===== config.mk =====
export PLATFORM = sky130hd
export DESIGN_NAME = file_bundle_stream_deframer_flat
export DESIGN_NICKNAME = d
export VERILOG_FILES = /design/src/rtl/core/fbsd_pkg.sv /design/src/rtl/core/fbsd_if.sv /design/src/rtl/core/fbsd_result_fifo.sv /design/src/rtl/core/file_bundle_stream_deframer.sv /design/src/flat_wrapper.sv
export SDC_FILE = /design/constraint.sdc
export NUM_CORES = 1
export LEC_CHECK = 0
export ABC_AREA = 1
export CORE_ASPECT_RATIO = 0.75
export CORE_MARGIN = 10
export CORE_UTILIZATION = 50
export CTS_CLUSTER_SIZE = 28
export DETAILED_ROUTE_END_ITERATION = 7
export DONT_BUFFER_PORTS = 1
export GPL_TIMING_DRIVEN = 0
export PLACE_DENSITY = 0.74
export SYNTH_ARGS = -nofsm -noshare
export SYNTH_HDL_FRONTEND = slang
export SYNTH_SLANG_ARGS = --single-unit

===== constraint.sdc =====
create_clock -name clk -period 6.93 [get_ports clk]
set_input_delay 1.386 -clock clk [delete_from_list [all_inputs] [get_ports clk]]
set_output_delay 1.386 -clock clk [all_outputs]
set_load 0.01 [all_outputs]

===== src/rtl/core/fbsd_pkg.sv =====
// ----------------------------------------------------------------------------
// fbsd_pkg
// Shared types, codes and constants of the file bundle stream deframer.
// ----------------------------------------------------------------------------
package fbsd_pkg;

    // Input command codes
    localparam logic [1:0] CMD_DATA  = 2'd0;
    localparam logic [1:0] CMD_OPEN  = 2'd1;
    localparam logic [1:0] CMD_CLOSE = 2'd2;

    // Result kinds
    localparam logic [1:0] KIND_PATH    = 2'd0;
    localparam logic [1:0] KIND_CONTENT = 2'd1;
    localparam logic [1:0] KIND_VERDICT = 2'd2;

    // Verdict codes
    localparam logic [2:0] VERDICT_OK        = 3'd0;
    localparam logic [2:0] VERDICT_BAD_MAGIC = 3'd1;
    localparam logic [2:0] VERDICT_BAD_COUNT = 3'd2;
    localparam logic [2:0] VERDICT_BAD_PLEN  = 3'd3;
    localparam logic [2:0] VERDICT_UNSAFE    = 3'd4;
    localparam logic [2:0] VERDICT_TOO_LARGE = 3'd5;
    localparam logic [2:0] VERDICT_TRUNCATED = 3'd6;

    // Configuration register indexes
    localparam logic [1:0] CFG_MAX_FILES     = 2'd0;
    localparam logic [1:0] CFG_MAX_PATH_LEN  = 2'd1;
    localparam logic [1:0] CFG_MAX_FILE_SIZE = 2'd2;

    // Register reset values
    localparam logic [15:0] MAX_FILES_RST     = 16'd4096;
    localparam logic [15:0] MAX_PATH_LEN_RST  = 16'd4096;
    localparam logic [31:0] MAX_FILE_SIZE_RST = 32'd33554432;

    // Magic "I2DH", first byte first
    localparam logic [7:0] MAGIC_BYTES [4] = '{8'h49, 8'h32, 8'h44, 8'h48};

    // Path characters and the "/.." window pattern
    localparam logic [7:0]  CHAR_SLASH     = 8'h2F;
    localparam logic [7:0]  CHAR_BACKSLASH = 8'h5C;
    localparam logic [23:0] PAT_SLASH_DOTS = 24'h2F2E2E;

    // Result queue
    localparam int RES_FIFO_DEPTH = 4;
    localparam int RES_PTR_W      = 2;
    localparam int RES_CNT_W      = 3;

    typedef struct packed {
        logic [1:0]  kind;
        logic [7:0]  payload;
        logic [15:0] file_index;
        logic        last_of_field;
        logic [2:0]  verdict;
    } result_t;

    function automatic result_t make_verdict(input logic [2:0] code,
                                             input logic [15:0] idx);
        result_t r;
        r.kind          = KIND_VERDICT;
        r.payload       = 8'd0;
        r.file_index    = idx;
        r.last_of_field = 1'b0;
        r.verdict       = code;
        return r;
    endfunction

    function automatic result_t make_byte(input logic [1:0] kind,
                                          input logic [7:0] b,
                                          input logic [15:0] idx,
                                          input logic last);
        result_t r;
        r.kind          = kind;
        r.payload       = b;
        r.file_index    = idx;
        r.last_of_field = last;
        r.verdict       = VERDICT_OK;
        return r;
    endfunction

endpackage


===== src/rtl/core/fbsd_if.sv =====
// ----------------------------------------------------------------------------
// fbsd_if
// Valid/ready channel interfaces for stream items and result items.
// ----------------------------------------------------------------------------
interface fbsd_in_if;
    logic       valid;
    logic       ready;
    logic [1:0] cmd;
    logic [7:0] data_byte;

    modport source (output valid, output cmd, output data_byte, input ready);
    modport sink   (input valid, input cmd, input data_byte, output ready);
endinterface

interface fbsd_out_if;
    logic        valid;
    logic        ready;
    logic [1:0]  kind;
    logic [7:0]  payload;
    logic [15:0] file_index;
    logic        last_of_field;
    logic [2:0]  verdict;

    modport source (output valid, output kind, output payload, output file_index,
                    output last_of_field, output verdict, input ready);
    modport sink   (input valid, input kind, input payload, input file_index,
                    input last_of_field, input verdict, output ready);
    modport monitor (input valid, input ready, input kind, input payload,
                     input file_index, input last_of_field, input verdict);
endinterface


===== src/rtl/core/fbsd_result_fifo.sv =====
// ----------------------------------------------------------------------------
// fbsd_result_fifo
// Small result queue: up to two pushes and one pop per cycle.
// ----------------------------------------------------------------------------
module fbsd_result_fifo (
    input  logic              clk,
    input  logic              rst_n,
    input  logic [1:0]        push_cnt,
    input  fbsd_pkg::result_t push0,
    input  fbsd_pkg::result_t push1,
    input  logic              pop,
    output fbsd_pkg::result_t rd_data,
    output logic              not_empty,
    output logic              has_room
);

    fbsd_pkg::result_t                   mem_reg [fbsd_pkg::RES_FIFO_DEPTH];
    logic [fbsd_pkg::RES_PTR_W-1:0]      head_reg, head_next;
    logic [fbsd_pkg::RES_PTR_W-1:0]      tail_reg, tail_next;
    logic [fbsd_pkg::RES_CNT_W-1:0]      count_reg, count_next;
    logic [fbsd_pkg::RES_PTR_W-1:0]      tail_plus1;

    assign tail_plus1 = fbsd_pkg::RES_PTR_W'(tail_reg + 1'b1);
    assign head_next  = pop ? fbsd_pkg::RES_PTR_W'(head_reg + 1'b1) : head_reg;
    assign tail_next  = fbsd_pkg::RES_PTR_W'(tail_reg + push_cnt);
    assign count_next = fbsd_pkg::RES_CNT_W'(count_reg
                        + fbsd_pkg::RES_CNT_W'(push_cnt)
                        - fbsd_pkg::RES_CNT_W'(pop));

    assign rd_data   = mem_reg[head_reg];
    assign not_empty = (count_reg != '0);
    // room for the two results one item can cause
    assign has_room  = (count_reg <= fbsd_pkg::RES_CNT_W'(fbsd_pkg::RES_FIFO_DEPTH - 2));

    always_ff @(posedge clk or negedge rst_n)
    begin
        if (!rst_n)
        begin
            head_reg  <= '0;
            tail_reg  <= '0;
            count_reg <= '0;
        end
        else
        begin
            head_reg  <= head_next;
            tail_reg  <= tail_next;
            count_reg <= count_next;
        end
    end

    always_ff @(posedge clk)
    begin
        if (push_cnt != 2'd0)
        begin
            mem_reg[tail_reg] <= push0;
        end
        if (push_cnt == 2'd2)
        begin
            mem_reg[tail_plus1] <= push1;
        end
    end

endmodule


===== src/rtl/core/file_bundle_stream_deframer.sv =====
// ----------------------------------------------------------------------------
// file_bundle_stream_deframer
// Parses "I2DH" file bundles from a byte stream and forwards tagged bytes.
// ----------------------------------------------------------------------------
// Timing: results of an accepted item are registered in the result queue, and
//   out_ch is driven from the queue head; a second result is queued behind the first.
// Throughput: one item per cycle while out_ch drains; an item is handled by
//   combinational parser logic, and the 4-entry result queue sets back-pressure.
// Reset: rst_n clears the parser to idle, empties the result queue and
//   loads the limit registers with their defaults (4096, 4096, 32 MiB).
// ----------------------------------------------------------------------------
module file_bundle_stream_deframer (
    input  logic        clk,
    input  logic        rst_n,
    input  logic        cfg_we,
    input  logic [1:0]  cfg_index,
    input  logic [31:0] cfg_wdata,
    fbsd_in_if.sink     in_ch,
    fbsd_out_if.source  out_ch
);

    typedef enum logic [2:0] {
        PH_IDLE,
        PH_MAGIC,
        PH_COUNT,
        PH_PLEN,
        PH_PATH,
        PH_DLEN,
        PH_DATA,
        PH_DONE
    } phase_t;

    // Limit registers
    logic [15:0] max_files_reg;
    logic [15:0] max_path_len_reg;
    logic [31:0] max_file_size_reg;

    // Parser state
    phase_t      phase_reg, phase_next;
    logic [1:0]  pos_reg, pos_next;          // byte position inside a 32-bit word
    logic [31:0] acc_reg, acc_next;          // little-endian word accumulator
    logic [15:0] files_rem_reg, files_rem_next;
    logic [15:0] cur_file_reg, cur_file_next;
    logic [31:0] bytes_rem_reg, bytes_rem_next;
    logic        path_first_reg, path_first_next;  // next path byte is the first
    logic [23:0] recent_reg, recent_next;    // last three path bytes
    logic        unsafe_reg, unsafe_next;

    // Per-item results
    logic [1:0]        res_cnt;
    fbsd_pkg::result_t res0, res1;

    logic              in_fire;
    logic              busy;
    logic [7:0]        b;
    logic [31:0]       word_full;     // word value once its fourth byte arrives
    logic              word_done;
    logic              last_byte;
    logic              unsafe_byte;
    logic [23:0]       recent_shift;

    logic              fifo_room;
    logic              fifo_not_empty;
    fbsd_pkg::result_t fifo_rd;

    assign in_fire      = in_ch.valid && in_ch.ready;
    assign b            = in_ch.data_byte;
    assign busy         = (phase_reg != PH_IDLE) && (phase_reg != PH_DONE);
    assign word_full    = {b, acc_reg[23:0]};
    assign word_done    = (pos_reg == 2'd3);
    assign last_byte    = (bytes_rem_reg == 32'd1);
    assign recent_shift = {recent_reg[15:0], b};

    // Path hazards seen at this byte: leading '/', any '\', or "/../"
    assign unsafe_byte  = (path_first_reg && (b == fbsd_pkg::CHAR_SLASH))
                       || (b == fbsd_pkg::CHAR_BACKSLASH)
                       || ((b == fbsd_pkg::CHAR_SLASH)
                           && (recent_reg == fbsd_pkg::PAT_SLASH_DOTS));

    // ------------------------------------------------------------------
    // Configuration writes (index past the list is ignored)
    // ------------------------------------------------------------------
    always_ff @(posedge clk or negedge rst_n)
    begin
        if (!rst_n)
        begin
            max_files_reg     <= fbsd_pkg::MAX_FILES_RST;
            max_path_len_reg  <= fbsd_pkg::MAX_PATH_LEN_RST;
            max_file_size_reg <= fbsd_pkg::MAX_FILE_SIZE_RST;
        end
        else if (cfg_we)
        begin
            case (cfg_index)
                fbsd_pkg::CFG_MAX_FILES:     max_files_reg     <= cfg_wdata[15:0];
                fbsd_pkg::CFG_MAX_PATH_LEN:  max_path_len_reg  <= cfg_wdata[15:0];
                fbsd_pkg::CFG_MAX_FILE_SIZE: max_file_size_reg <= cfg_wdata;
                default: ;
            endcase
        end
    end

    // ------------------------------------------------------------------
    // Parser next state and results for the item on in_ch
    // ------------------------------------------------------------------
    always_comb
    begin
        phase_next      = phase_reg;
        pos_next        = pos_reg;
        acc_next        = acc_reg;
        files_rem_next  = files_rem_reg;
        cur_file_next   = cur_file_reg;
        bytes_rem_next  = bytes_rem_reg;
        path_first_next = path_first_reg;
        recent_next     = recent_reg;
        unsafe_next     = unsafe_reg;
        res_cnt         = 2'd0;
        res0            = fbsd_pkg::make_verdict(fbsd_pkg::VERDICT_OK, cur_file_reg);
        res1            = fbsd_pkg::make_verdict(fbsd_pkg::VERDICT_OK, cur_file_reg);

        if (in_fire)
        begin
            case (in_ch.cmd)
                fbsd_pkg::CMD_OPEN:
                begin
                    // abandon any bundle in flight, then restart
                    if (busy)
                    begin
                        res0    = fbsd_pkg::make_verdict(fbsd_pkg::VERDICT_TRUNCATED,
                                                         cur_file_reg);
                        res_cnt = 2'd1;
                    end
                    phase_next      = PH_MAGIC;
                    pos_next        = 2'd0;
                    acc_next        = 32'd0;
                    files_rem_next  = 16'd0;
                    cur_file_next   = 16'd0;
                    bytes_rem_next  = 32'd0;
                    path_first_next = 1'b1;
                    recent_next     = 24'd0;
                    unsafe_next     = 1'b0;
                end

                fbsd_pkg::CMD_CLOSE:
                begin
                    if (busy)
                    begin
                        res0    = fbsd_pkg::make_verdict(fbsd_pkg::VERDICT_TRUNCATED,
                                                         cur_file_reg);
                        res_cnt = 2'd1;
                    end
                    phase_next = PH_IDLE;
                end

                fbsd_pkg::CMD_DATA:
                begin
                    case (phase_reg)
                        PH_MAGIC:
                        begin
                            if (b != fbsd_pkg::MAGIC_BYTES[pos_reg])
                            begin
                                res0       = fbsd_pkg::make_verdict(
                                                 fbsd_pkg::VERDICT_BAD_MAGIC, cur_file_reg);
                                res_cnt    = 2'd1;
                                phase_next = PH_DONE;
                            end
                            else
                            begin
                                pos_next = 2'(pos_reg + 1'b1);
                                if (word_done)
                                begin
                                    phase_next = PH_COUNT;
                                    acc_next   = 32'd0;
                                end
                            end
                        end

                        PH_COUNT:
                        begin
                            pos_next = 2'(pos_reg + 1'b1);
                            acc_next = acc_reg | (32'(b) << {pos_reg, 3'b000});
                            if (word_done)
                            begin
                                if ((word_full == 32'd0)
                                    || (word_full > {16'd0, max_files_reg}))
                                begin
                                    res0       = fbsd_pkg::make_verdict(
                                                     fbsd_pkg::VERDICT_BAD_COUNT,
                                                     cur_file_reg);
                                    res_cnt    = 2'd1;
                                    phase_next = PH_DONE;
                                end
                                else
                                begin
                                    files_rem_next = word_full[15:0];
                                    cur_file_next  = 16'd0;
                                    phase_next     = PH_PLEN;
                                    acc_next       = 32'd0;
                                end
                            end
                        end

                        PH_PLEN:
                        begin
                            pos_next = 2'(pos_reg + 1'b1);
                            acc_next = acc_reg | (32'(b) << {pos_reg, 3'b000});
                            if (word_done)
                            begin
                                if ((word_full == 32'd0)
                                    || (word_full > {16'd0, max_path_len_reg}))
                                begin
                                    res0       = fbsd_pkg::make_verdict(
                                                     fbsd_pkg::VERDICT_BAD_PLEN,
                                                     cur_file_reg);
                                    res_cnt    = 2'd1;
                                    phase_next = PH_DONE;
                                end
                                else
                                begin
                                    // seed the window with '/' so a leading "../"
                                    // or a bare ".." match like "/../" and "/.."
                                    bytes_rem_next  = word_full;
                                    path_first_next = 1'b1;
                                    recent_next     = {16'd0, fbsd_pkg::CHAR_SLASH};
                                    unsafe_next     = 1'b0;
                                    phase_next      = PH_PATH;
                                end
                            end
                        end

                        PH_PATH:
                        begin
                            path_first_next = 1'b0;
                            recent_next     = recent_shift;
                            bytes_rem_next  = bytes_rem_reg - 32'd1;
                            unsafe_next     = unsafe_reg || unsafe_byte;
                            res0            = fbsd_pkg::make_byte(fbsd_pkg::KIND_PATH, b,
                                                                  cur_file_reg, last_byte);
                            res_cnt         = 2'd1;
                            if (last_byte)
                            begin
                                // trailing "/.." judged on the final window
                                if (unsafe_reg || unsafe_byte
                                    || (recent_shift == fbsd_pkg::PAT_SLASH_DOTS))
                                begin
                                    unsafe_next = 1'b1;
                                    res1        = fbsd_pkg::make_verdict(
                                                      fbsd_pkg::VERDICT_UNSAFE,
                                                      cur_file_reg);
                                    res_cnt     = 2'd2;
                                    phase_next  = PH_DONE;
                                end
                                else
                                begin
                                    phase_next = PH_DLEN;
                                    pos_next   = 2'd0;
                                    acc_next   = 32'd0;
                                end
                            end
                        end

                        PH_DLEN:
                        begin
                            pos_next = 2'(pos_reg + 1'b1);
                            acc_next = acc_reg | (32'(b) << {pos_reg, 3'b000});
                            if (word_done)
                            begin
                                if (word_full > max_file_size_reg)
                                begin
                                    res0       = fbsd_pkg::make_verdict(
                                                     fbsd_pkg::VERDICT_TOO_LARGE,
                                                     cur_file_reg);
                                    res_cnt    = 2'd1;
                                    phase_next = PH_DONE;
                                end
                                else if (word_full == 32'd0)
                                begin
                                    // empty file finishes right here
                                    files_rem_next = 16'(files_rem_reg - 1'b1);
                                    if (files_rem_reg == 16'd1)
                                    begin
                                        res0       = fbsd_pkg::make_verdict(
                                                         fbsd_pkg::VERDICT_OK,
                                                         cur_file_reg);
                                        res_cnt    = 2'd1;
                                        phase_next = PH_DONE;
                                    end
                                    else
                                    begin
                                        cur_file_next = 16'(cur_file_reg + 1'b1);
                                        phase_next    = PH_PLEN;
                                        acc_next      = 32'd0;
                                    end
                                end
                                else
                                begin
                                    bytes_rem_next = word_full;
                                    phase_next     = PH_DATA;
                                end
                            end
                        end

                        PH_DATA:
                        begin
                            bytes_rem_next = bytes_rem_reg - 32'd1;
                            res0           = fbsd_pkg::make_byte(fbsd_pkg::KIND_CONTENT, b,
                                                                 cur_file_reg, last_byte);
                            res_cnt        = 2'd1;
                            if (last_byte)
                            begin
                                files_rem_next = 16'(files_rem_reg - 1'b1);
                                if (files_rem_reg == 16'd1)
                                begin
                                    res1       = fbsd_pkg::make_verdict(
                                                     fbsd_pkg::VERDICT_OK, cur_file_reg);
                                    res_cnt    = 2'd2;
                                    phase_next = PH_DONE;
                                end
                                else
                                begin
                                    cur_file_next = 16'(cur_file_reg + 1'b1);
                                    phase_next    = PH_PLEN;
                                    pos_next      = 2'd0;
                                    acc_next      = 32'd0;
                                end
                            end
                        end

                        // idle or finished: data bytes are dropped
                        default: ;
                    endcase
                end

                // unused command code: no effect
                default: ;
            endcase
        end
    end

    always_ff @(posedge clk or negedge rst_n)
    begin
        if (!rst_n)
        begin
            phase_reg      <= PH_IDLE;
            pos_reg        <= 2'd0;
            acc_reg        <= 32'd0;
            files_rem_reg  <= 16'd0;
            cur_file_reg   <= 16'd0;
            bytes_rem_reg  <= 32'd0;
            path_first_reg <= 1'b1;
            recent_reg     <= 24'd0;
            unsafe_reg     <= 1'b0;
        end
        else
        begin
            phase_reg      <= phase_next;
            pos_reg        <= pos_next;
            acc_reg        <= acc_next;
            files_rem_reg  <= files_rem_next;
            cur_file_reg   <= cur_file_next;
            bytes_rem_reg  <= bytes_rem_next;
            path_first_reg <= path_first_next;
            recent_reg     <= recent_next;
            unsafe_reg     <= unsafe_next;
        end
    end

    // ------------------------------------------------------------------
    // Result queue: decouples the zero, one or two results per transfer
    // from the output channel, which takes one result per cycle while
    // out_ch.ready is high
    fbsd_result_fifo u_result_fifo (
        .clk       (clk),
        .rst_n     (rst_n),
        .push_cnt  (res_cnt),
        .push0     (res0),
        .push1     (res1),
        .pop       (out_ch.valid && out_ch.ready),
        .rd_data   (fifo_rd),
        .not_empty (fifo_not_empty),
        .has_room  (fifo_room)
    );

    assign in_ch.ready          = fifo_room;
    assign out_ch.valid         = fifo_not_empty;
    assign out_ch.kind          = fifo_rd.kind;
    assign out_ch.payload       = fifo_rd.payload;
    assign out_ch.file_index    = fifo_rd.file_index;
    assign out_ch.last_of_field = fifo_rd.last_of_field;
    assign out_ch.verdict       = fifo_rd.verdict;

endmodule


===== src/flat_wrapper.sv =====
// flat-port wrapper written by rule: the top's interface ports become plain ports
module file_bundle_stream_deframer_flat 
  (clk, rst_n, cfg_we, cfg_index, cfg_wdata, in_ch_valid, in_ch_cmd, in_ch_data_byte, in_ch_ready, out_ch_valid, out_ch_kind, out_ch_payload, out_ch_file_index, out_ch_last_of_field, out_ch_verdict, out_ch_ready);
  fbsd_in_if in_ch_i ();
  fbsd_out_if out_ch_i ();
  input  logic clk;
  input  logic rst_n;
  input  logic cfg_we;
  input  logic [1:0] cfg_index;
  input  logic [31:0] cfg_wdata;
  input wire logic [$bits(in_ch_i.valid)-1:0] in_ch_valid;
  input wire logic [$bits(in_ch_i.cmd)-1:0] in_ch_cmd;
  input wire logic [$bits(in_ch_i.data_byte)-1:0] in_ch_data_byte;
  output wire logic [$bits(in_ch_i.ready)-1:0] in_ch_ready;
  output wire logic [$bits(out_ch_i.valid)-1:0] out_ch_valid;
  output wire logic [$bits(out_ch_i.kind)-1:0] out_ch_kind;
  output wire logic [$bits(out_ch_i.payload)-1:0] out_ch_payload;
  output wire logic [$bits(out_ch_i.file_index)-1:0] out_ch_file_index;
  output wire logic [$bits(out_ch_i.last_of_field)-1:0] out_ch_last_of_field;
  output wire logic [$bits(out_ch_i.verdict)-1:0] out_ch_verdict;
  input wire logic [$bits(out_ch_i.ready)-1:0] out_ch_ready;
  assign in_ch_i.valid = in_ch_valid;
  assign in_ch_i.cmd = in_ch_cmd;
  assign in_ch_i.data_byte = in_ch_data_byte;
  assign in_ch_ready = in_ch_i.ready;
  assign out_ch_valid = out_ch_i.valid;
  assign out_ch_kind = out_ch_i.kind;
  assign out_ch_payload = out_ch_i.payload;
  assign out_ch_file_index = out_ch_i.file_index;
  assign out_ch_last_of_field = out_ch_i.last_of_field;
  assign out_ch_verdict = out_ch_i.verdict;
  assign out_ch_i.ready = out_ch_ready;
  file_bundle_stream_deframer u_core (.clk(clk), .rst_n(rst_n), .cfg_we(cfg_we), .cfg_index(cfg_index), .cfg_wdata(cfg_wdata), .in_ch(in_ch_i), .out_ch(out_ch_i));
endmodule

# Word-level counts from Yosys, hierarchy flattened
# Memory sizes are Yosys's and may differ from the RTL's.
# Index checks and enable logic that the tools add are counted.
[word_totals]
register_bits = 198
mem_bits_rw = 120
elab_cells = 218
in_bits = 49
mem_count = 1
[memory_table]
columns = ["name", "words", "width", "rd", "rd_clocked_by_memory_dff", "write_ports", "line", "rtl"]
rows = [
  ["u_core.u_result_fifo.mem_reg", 4, 30, 1, 0, 2, "fbsd_result_fifo.sv:17", "fbsd_pkg::result_t mem_reg [fbsd_pkg::RES_FIFO_DEPTH];"],
]
[classes]
n_lt_le_gt_ge = 5
n_bitwise = 2
add_sub_neg = 9
eq_ne = 40
reduce_logical = 31
muxes = 114
shift = 1
[op_table]
columns = ["cell", "n"]
rows = [
  ["32-bit 2-to-1 mux", 17],
  ["16-bit 2-to-1 mux", 13],
  ["32-bit case mux with 6 select lines", 1],
  ["30-bit case mux with 6 select lines", 1],
  ["32-bit case mux with 2 select lines", 2],
  ["16-bit case mux with 3 select lines", 2],
  ["24-bit case mux with 2 select lines", 2],
  ["32-bit case mux with 3 select lines", 1],
  ["32-bit by 16-bit greater-than comparator with 1-bit output", 2],
  ["16-bit case mux with 2 select lines", 2],
  ["30-bit case mux with 2 select lines", 1],
  ["3-bit 2-to-1 mux", 19],
  ["24-bit by 22-bit equality test with 1-bit output (second input constant)", 2],
  ["24-bit 2-to-1 mux", 2],
  ["2-bit 2-to-1 mux", 21],
  ["32-bit by 1-bit equality test with 1-bit output (second input constant)", 1],
  ["32-bit greater-than comparator", 1],
  ["32-bit zero test", 1],
  ["32-bit bitwise OR", 1],
  ["8-bit by 5-bit << shifter with 32-bit output", 1],
  ["32-bit by 1-bit subtractor with 32-bit output (second input constant)", 1],
  ["30-bit 2-to-1 mux", 1],
  ["3-bit != test (second input constant)", 9],
  ["9-bit AND reduction", 3],
  ["other kinds (43)", 95],
]

# Depth between registers and ports, before layout
# Gate-level depths: netlist of run 1.
[depth]
depth_word = 14
depth_mapped = 27

# By module
# From an unflattened synthesis of run 1, not the netlist that was laid out.
[hier_totals]
cells_unflattened = 2558
hier_area_um2 = 19023.2
[modules_own_cells]
columns = ["mod", "cells_per_inst", "area_per_inst_um2", "instances"]
rows = [
  ["file_bundle_stream_deframer", 1662, 11937.7, 1],
  ["fbsd_result_fifo", 896, 7085.5, 1],
]

# Least setup slack after synthesis of run 1
# OpenSTA, ideal clock, no wires.
[synth_timing]
kind = "input port to flip-flop"
start = "input port in_ch_data_byte[1]"
end = "register u_core.u_result_fifo.count_reg[2] (netlist name)"
setup_time_ns = 0.129
setup_slack_ns = 3.047
arrival_ns = 3.754
path_stages = 22
t_required_ns = 6.801
path_buffers = 1
path_cell_list = "buf_2 nor2_2 nand2_1 nor2_1 nand2_1 nor2_4 nor2_1 nand2_1 nand2_1 nand2_1 nand2_1 nand2_2 nand2_4 nand2_4 inv_1 ha_1 inv_1 ha_1 inv_1 fa_1 xnor2_1 xor2_1"
[synth_via]
elab_chain_cells = 13
word_cells_on_any_way = 31
[synth_rtl]
columns = ["element", "line", "rtl"]
rows = [
  ["start, declared", "flat_wrapper.sv:13", "input wire logic [$bits(in_ch_i.data_byte)-1:0] in_ch_data_byte;"],
  ["branches (longest 8 deep; another with 32-bit by 16-bit greater-than comparator with 1-bit output)", "n/a", ""],
  ["2-bit case mux with 6 select lines (*)", "file_bundle_stream_deframer.sv:156", "case (phase_reg)"],
  ["2-bit case mux with 2 select lines (*)", "file_bundle_stream_deframer.sv:122", "case (in_ch.cmd)"],
  ["2-bit 2-to-1 mux (*)", "file_bundle_stream_deframer.sv:120", "if (in_fire)"],
  ["3-bit by 2-bit adder with 3-bit output (*)", "fbsd_result_fifo.sv:27", "+ fbsd_pkg::RES_CNT_W'(push_cnt)"],
  ["3-bit by 1-bit subtractor with 3-bit output (*)", "fbsd_result_fifo.sv:28", "- fbsd_pkg::RES_CNT_W'(pop));"],
  ["net u_core.u_result_fifo.count_next, one bit", "fbsd_result_fifo.sv:20", "logic [fbsd_pkg::RES_CNT_W-1:0] count_reg, count_next;"],
  ["end signal, assigned", "fbsd_result_fifo.sv:47", "count_reg <= count_next;"],
  ["end, declared", "fbsd_result_fifo.sv:20", ""],
]
# Mark *: on every way through the listed nets, which the timed path passes.
# A chain may end at the register's enable or synchronous reset.

==> results of run 1 <==
worst max-delay path by stage:
| stage | from | end | slack (ns) | cells after the start |
|---|---|---|---|---|
| global route | in_ch_data_byte[3] | u_core.u_result_fifo.mem_reg[0][12]$_DFFE_PP_ | 2.46 | 15 |
| floorplan | in_ch_data_byte[1] | u_core.u_result_fifo.count_reg[2]$_DFF_PN0_ | 3.05 | 22 |
| finish | in_ch_data_byte[3] | u_core.u_result_fifo.mem_reg[0][12]$_DFFE_PP_ | 2.67 | 15 |
| detailed placement | in_ch_data_byte[3] | u_core.u_result_fifo.mem_reg[0][12]$_DFFE_PP_ | 2.12 | 15 |
| global placement | in_ch_data_byte[3] | u_core.u_result_fifo.mem_reg[0][12]$_DFFE_PP_ | 2.14 | 15 |
| CTS | in_ch_data_byte[3] | u_core.u_result_fifo.mem_reg[0][12]$_DFFE_PP_ | 2.65 | 15 |
layout make-up:
| class | instances | area [µm²] |
|---|---|---|
| fill | 3186 | 15400 |
| multi-input combinational | 1589 | 8190 |
| sequential | 310 | 7840 |
| inverter | 298 | 1120 |
| clock buffer | 47 | 951 |
| tap | 457 | 572 |
| buffer | 96 | 452 |
| clock inverter | 13 | 173 |
| antenna | 1 | 2.50 |
kinds of logic (layout without fill, tap and decap cells):
kind of cell | count (synthesis) | after routing
AO/OA/AOI/OAI | 451 | 451
other | 0 | 1
flip-flops | 310 | 310
XOR/XNOR | 22 | 22
adder cells (fa/ha/maj) | 82 | 82
AND/OR/NAND/NOR | 1034 | 1034
buffers and inverters | 394 | 454
cell usage in the layout (no fill, tap or decap), drive strengths merged, types with 9 or more instances in the layout:
cell | netlist | final
nand2 | 404 | 404
nor2 | 385 | 385
inv | 292 | 293
o21ai | 247 | 247
dfrtp | 186 | 186
nand3 | 141 | 141
clkbuf | 57 | 104
a21oi | 87 | 87
ha | 81 | 81
edfxtp | 68 | 68
o22ai | 55 | 55
dfxtp | 52 | 52
nand4 | 46 | 46
buf | 39 | 39
nor3 | 37 | 37
o211ai | 18 | 18
xor2 | 16 | 16
clkinv | 6 | 12
o31ai | 10 | 10
nor4 | 9 | 9
per-stage QoR:
stage | setup slack (ns) | util [%] | hold WS (ns)
4_1_cts | 2.65 | 55.6 | 0.457
3_5_place_dp | 2.12 | 52.4 | 0.446
2_1_floorplan | 3.05 | - | 0.420
5_1_grt | 2.46 | 55.6 | 0.481
6_report | 2.67 | 55.6 | 0.461
3_3_place_gp | 2.14 | 52.4 | 0.439
per-layer routing:
layer | wire (µm) | part of all wire [%] | global-route usage, % | up-vias
met4 | 1130 | 2.2 | 6.38 | 0
met5 | 0 | 0 | 0 | -
met1 | 23700 | 45 | 33.9 | 7824
li1 | - | - | - | 7667
met3 | 4590 | 8.8 | 4.32 | 93
met2 | 22800 | 44 | 35.3 | 779
report_power, final:
| group | total (mW) | switching [mW] | internal, mW |
|---|---|---|---|
| registers | 2.76 | 0.410 | 2.35 |
| clock network | 1.88 | 0.763 | 1.11 |
| logic | 3.24 | 2.26 | 0.975 |
| total | 7.88 | 3.44 | 4.44 |
cell usage after synthesis, drive strengths merged (3+ instances only):
cell type,count
a21o,3
a21oi,87
a22oi,3
buf,39
clkbuf,57
clkinv,6
dfrtp,186
dfstp,4
dfxtp,52
edfxtp,68
ha,81
inv,292
nand2,404
nand3,141
nand3b,6
nand4,46
nor2,385
nor3,37
nor3b,3
nor4,9
o2111ai,6
o211ai,18
o21a,6
o21ai,247
o221ai,4
o22ai,55
o311ai,4
o31ai,10
xnor2,6
xor2,16
worst register-to-register path, stage by stage (launching register included):
cell and delay (ns):
sky130_fd_sc_hd__dfrtp_1 0.43, sky130_fd_sc_hd__inv_1 0.16, sky130_fd_sc_hd__buf_1 0.42, sky130_fd_sc_hd__ha_1 0.35
sky130_fd_sc_hd__xnor2_1 0.13, sky130_fd_sc_hd__a21oi_1 0.12, sky130_fd_sc_hd__nand3_1 0.13, sky130_fd_sc_hd__nand2_1 0.16
sky130_fd_sc_hd__nand2_1 0.07, sky130_fd_sc_hd__nor2_1 0.09, sky130_fd_sc_hd__nand3_1 0.10, sky130_fd_sc_hd__nand2_2 0.14
sky130_fd_sc_hd__nand3_4 0.11, sky130_fd_sc_hd__nand2_1 0.13, sky130_fd_sc_hd__nand2_1 0.56, sky130_fd_sc_hd__inv_2 0.46
sky130_fd_sc_hd__buf_6 0.21, sky130_fd_sc_hd__nor2_1 0.06
==> qor.csv, run 1 <==
metric;value;unit
fin area;19300;µm²
Mapped Avg Cell Area;7.68;µm²
Max Fanout on Critical Path;18;
drt via density;5.82;
final total negative setup slack;0;ns
fraction of layout cells with a size suffix above 1;6.16;%
Via Count;16363;
category of the critical setup timing path;in -> reg;
worst hold path stage count;2;
final worst path period need;4.26;ns
antenna violations before repair;1;
Net count, final;2460;
final antenna-violating net count;0;
maximum single-stage delay on the critical path;0.56;ns
hold-critical path endpoint;u_core.u_result_fifo.mem_reg[0][1]$_SDFFE_PP0N_;
hold buffers post-CTS;0;
first-iteration detailed-routing DRC count;1836;
Vert. Die Dim;182;µm
GRT overflow;0;
Adder-Cell Fraction of Synth Area;5.87;%
Clock Latency Late Sink;0.54;ns
ordered list of cells on the worst path;ha_1 > nand2_1 > nor2_1 > nand2_1 > nor2_1 > nand4_1 > nand3_1 > nand3_1 > nand2_2 > nand3_4 > nand2_1 > nand2_1 > inv_2 > buf_6 > nor2_1;
area after detailed placement;18200;µm²
Top Family by Delay on Critical Path;simple AND/OR/NAND/NOR gates;
worst voltage drop across the vdd grid;0.170;mV
setup repair after global routing missed its margin;no;
wire length per cell after detailed routing;18.6;µm
crit path buf inv count;2;
Sinks on Clock Net;310;
die boundary width;237;µm
wirelength, routed;52200;µm
top flip-flop cell by instance count after synthesis;sky130_fd_sc_hd__dfrtp_1;
via count of the first global-routing pass;15490;
post-CTS setup buffer count;0;
final max-slew violation count;0;
cell repeated most along the worst path;sky130_fd_sc_hd__nand2_1;
Final Setup Violations;0;
Critical Path Sink Type;flip-flop;
hold_sp;u_core.u_result_fifo.mem_reg[0][1]$_SDFFE_PP0N_;
clock input transition at the sequential cells of the worst setup and hold paths;0.06;ns
synthesized-area fraction occupied by xor and xnor cells;1.09;%
number of cells produced by synthesis;2293;
top cells by area in the synthesized netlist;sky130_fd_sc_hd__dfrtp_1, sky130_fd_sc_hd__edfxtp_1, sky130_fd_sc_hd__nand2_1;
Post-Synth Simple-Gate Area;25.3;%
DRC viols;0;
max reg flops;120;
non-filler cells in the finished layout;2811;
area share of the largest cell type after synthesis;26.4;%
Mapped Nets;2424;
number of gates resized after cts;0;
transition time of the tightest slew-check pin;0.959;ns
Synth Area in Compound Gates;14.2;%
final HPWL from detailed placement;38000;µm
power density relative to cell area;408;nW/µm²
worst reg2reg path startpoint;u_core.pos_reg[0]$_DFFE_PN0P_;
Fin. Hold Viols;0;
post-synthesis mux area share;0;%
P_leak;8.87;nW
CTS buffer count;34;
kind of start point of the critical path;primary input;
total design power;7.88;mW
headroom to the max-slew limit;36.0;%
# H-tree levels;2;
Max-Cap Viols;0;
count of buffers from port buffering;0;
outcome;finished clean;
root buffer cell;sky130_fd_sc_hd__clkbuf_16;
setup slack of the most critical reg-to-reg path;2.83;ns
clk_skew;0.0307;ns
FF+latch count, synth;310;
TritonCTS clock tree;built;
clk buf depth;3;
main combinational cell family by area after synthesis;simple AND/OR/NAND/NOR gates;
proportion of synthesized flip-flops having asynchronous set or reset;61.3;%
number of flops mapped to enable cells by yosys;68;
Detailed Routing Iterations Pass 1;6;
Critical R2R Capture;u_core.u_result_fifo.mem_reg[0][12]$_DFFE_PP_;
Worst Path Arrival;4.52;ns
required time at the worst-slack endpoint;7.19;ns
post-synth cell types;54;
portion of the clock cycle consumed by the worst path in the final layout;61.4;%
cell taking the most area after synthesis;sky130_fd_sc_hd__dfrtp_1;
site row count;59;
peak clock frequency supported by timing;235;MHz
area growth from synthesis to layout;9.65;%
yosys synthesis warning count;0;
maximum number of pins on one net before global-route repair;191;
wire length of the first global-routing pass;83400;µm
sequential share of the synthesized area;44.6;%
Cells after DPL;2750;
initial core utilization;50.7;%
global router's overall resource usage;23.5;%
Hold Path Class;reg -> reg;
Top-Level Pins;81;
Post-Syn Area;17600;µm²
area enclosed by the die boundary;43200;µm²
critical path's slowest cell;sky130_fd_sc_hd__nand2_1;
Core Area;34700;µm²
R2R cell count;17;
global placement routability congestion;0.979;
(Power assumes the default switching activity.)
==> inputs of run 2 (changes only) <==
Clock period 6.93 ns to 4.3 ns, I/O delays scaled along.
==> run 2 against run 1 <==
Compared with the run above:
- combinational power grew 61%
- first-iteration DRC count shrank 0.38%
- worst hold slack lost 0.42 ns
- critical path depth grew 5
- global-route usage is the same
- clock skew shrank 0.0016 ns
- worst setup slack lost 2.2 ns
- clock power grew 61%
- routed wire length shrank 0.14%
- clock-buffer cell count is the same
- largest cell class unchanged
- highest routed layer unchanged
==> qor.csv, run 2 (synthesized netlist as in run 1, its figures left out) <==
metric;value;unit;change
outcome;finished clean;;unchanged
most frequent cells in the layout;sky130_fd_sc_hd__nand2_1, sky130_fd_sc_hd__nor2_1, sky130_fd_sc_hd__inv_1;;unchanged
Max Fanout on Critical Path;11;;was 18
CTS buffer count;34;;unchanged
area after detailed placement;18200;µm²;unchanged
final HPWL from detailed placement;38000;µm;unchanged
Top-Level Pins;81;;unchanged
required time at the worst-slack endpoint;4.74;ns;was 7.19 ns
first-iteration detailed-routing DRC count;1829;;was 1836
wirelength, routed;52200;µm;about the same
TritonCTS clock tree;built;;unchanged
initial core utilization;50.7;%;unchanged
clock input transition at the sequential cells of the worst setup and hold paths;0.07;ns;was 0.06 ns
DRC viols;0;;unchanged
GRT overflow;0;;unchanged
Fin. Hold Viols;0;;unchanged
final total negative setup slack;0;ns;unchanged
Vert. Die Dim;182;µm;unchanged
Net count, final;2460;;unchanged
fin area;19300;µm²;about the same
maximum number of pins on one net before global-route repair;191;;unchanged
final antenna-violating net count;0;;unchanged
die boundary width;237;µm;unchanged
Via Count;16401;;was 16363
antenna violations before repair;1;;unchanged
Final Setup Violations;0;;unchanged
clk buf depth;3;;unchanged
Critical Path Sink Type;flip-flop;;unchanged
Hold Path Class;in -> async;;was reg -> reg
Max-Cap Viols;0;;unchanged
headroom to the max-slew limit;36.5;%;was 36.0%
category of the critical setup timing path;reg -> reg;;was in -> reg
max reg flops;120;;unchanged
fraction of layout cells with a size suffix above 1;6.20;%;was 6.16%
portion of the clock cycle consumed by the worst path in the final layout;88.6;%;
setup slack of the most critical reg-to-reg path;0.49;ns;was 2.83 ns
worst voltage drop across the vdd grid;0.273;mV;was 0.170 mV
wire length per cell after detailed routing;18.6;µm;about the same
smallest hold slack;0.0361;ns;was 0.461 ns
global router's overall resource usage;23.5;%;unchanged
total design power;12.7;mW;was 7.88 mW
wire length of the first global-routing pass;83400;µm;unchanged
post-layout util;55.6;%;about the same
root buffer cell;sky130_fd_sc_hd__clkbuf_16;;unchanged
most common cell after layout, fill and taps aside;sky130_fd_sc_hd__nand2_1;;unchanged
setup repair after global routing missed its margin;no;;unchanged
power density relative to cell area;657;nW/µm²;was 408 nW/µm²
final worst path period need;3.81;ns;
worst reg2reg path startpoint;u_core.pos_reg[0]$_DFFE_PN0P_;;unchanged
Clock Latency Late Sink;0.54;ns;about the same
drt via density;5.83;;was 5.82
clk_skew;0.0291;ns;was 0.0307 ns
area growth from synthesis to layout;9.67;%;was 9.65%
R2R cell count;20;;was 17
peak clock frequency supported by timing;263;MHz;
site row count;59;;unchanged
global placement routability congestion;0.979;;unchanged
P_leak;8.86;nW;was 8.87 nW
via count of the first global-routing pass;15490;;unchanged
Worst Path Arrival;4.25;ns;was 4.52 ns
# H-tree levels;2;;unchanged
Detailed Routing Iterations Pass 1;8;;was 6
Cells after DPL;2750;;unchanged
final max-slew violation count;0;;unchanged
transition time of the tightest slew-check pin;0.952;ns;was 0.959 ns
count of buffers from port buffering;0;;unchanged
area enclosed by the die boundary;43200;µm²;unchanged
Core Area;34700;µm²;unchanged
Critical R2R Capture;u_core.u_result_fifo.count_reg[2]$_DFF_PN0_;;was u_core.u_result_fifo.mem_reg[0][12]$_DFFE_PP_
non-filler cells in the finished layout;2812;;was 2811
hold buffers post-CTS;0;;unchanged
start point of the critical path;u_core.pos_reg[0]$_DFFE_PN0P_;;was in_ch_data_byte[3]
Sinks on Clock Net;310;;unchanged
pre-CTS WS;0.0145;ns;was 2.12 ns
slack of the critical path;0.492;ns;was 2.67 ns
kind of start point of the critical path;flip-flop;;was primary input
[run 2: changes by cell type in the layout (fill, tap and decap cells not counted), sizes merged]
cell / delta
diode: +1
[run 2: worst max path at each step]
stage,to,slack [ns]
floorplan,u_core.u_result_fifo.count_reg[2]$_DFF_PN0_,0.94
global route,u_core.u_result_fifo.mem_reg[2][19]$_DFFE_PP_,0.22
finish,u_core.u_result_fifo.count_reg[2]$_DFF_PN0_,0.49
CTS,u_core.u_result_fifo.mem_reg[0][12]$_DFFE_PP_,0.20
global placement,u_core.u_result_fifo.mem_reg[0][12]$_DFFE_PP_,0.03
detailed placement,u_core.u_result_fifo.mem_reg[0][12]$_DFFE_PP_,0.01
[run 2: power breakdown]
part / total (mW) / internal (mW) / switching (mW)
clock: 3.02 / 1.79 / 1.23
sequential: 4.45 / 3.79 / 0.659
combinational: 5.22 / 1.57 / 3.65
[run 2: what timing repair did]
action | in CTS | in global routing
setup endpoints to repair | 0 | 10
buffers inserted | 0 | 0
resized for setup | 0 | 1
endpoints found under the hold margin | 0 | 0
[run 2: routing by layer]
layer	vias up	track usage, %	share of wire [%]
li1	7673	-	-
met2	763	35.3	43
met3	113	4.32	9.1
met5	-	0	0
met1	7852	33.9	45
met4	0	6.38	2.4
[run 2: area by class of cell]
class | count | area (µm²)
clock inverters | 13 | 173
multi-input cells | 1589 | 8190
inverters | 298 | 1120
plain buffers | 96 | 452
clock buffers | 47 | 951
well taps | 457 | 572
flip-flops and latches | 310 | 7840
diodes | 2 | 5.00
fillers | 3184 | 15400
[run 2: critical path: stages, from the launching register on]
cell and delay [ns]:
sky130_fd_sc_hd__dfrtp_1 0.43, sky130_fd_sc_hd__inv_1 0.16, sky130_fd_sc_hd__buf_1 0.42, sky130_fd_sc_hd__ha_1 0.34, sky130_fd_sc_hd__xnor2_1 0.13, sky130_fd_sc_hd__a21oi_1 0.12
sky130_fd_sc_hd__nand3_1 0.13, sky130_fd_sc_hd__nand2_1 0.16, sky130_fd_sc_hd__nand2_1 0.07, sky130_fd_sc_hd__nor2_1 0.09, sky130_fd_sc_hd__nand3_1 0.10, sky130_fd_sc_hd__nand2_2 0.14
sky130_fd_sc_hd__nand2_4 0.09, sky130_fd_sc_hd__inv_1 0.11, sky130_fd_sc_hd__ha_1 0.24, sky130_fd_sc_hd__inv_1 0.06, sky130_fd_sc_hd__ha_1 0.14, sky130_fd_sc_hd__inv_1 0.05
sky130_fd_sc_hd__fa_1 0.39, sky130_fd_sc_hd__xnor2_1 0.20, sky130_fd_sc_hd__xor2_1 0.16
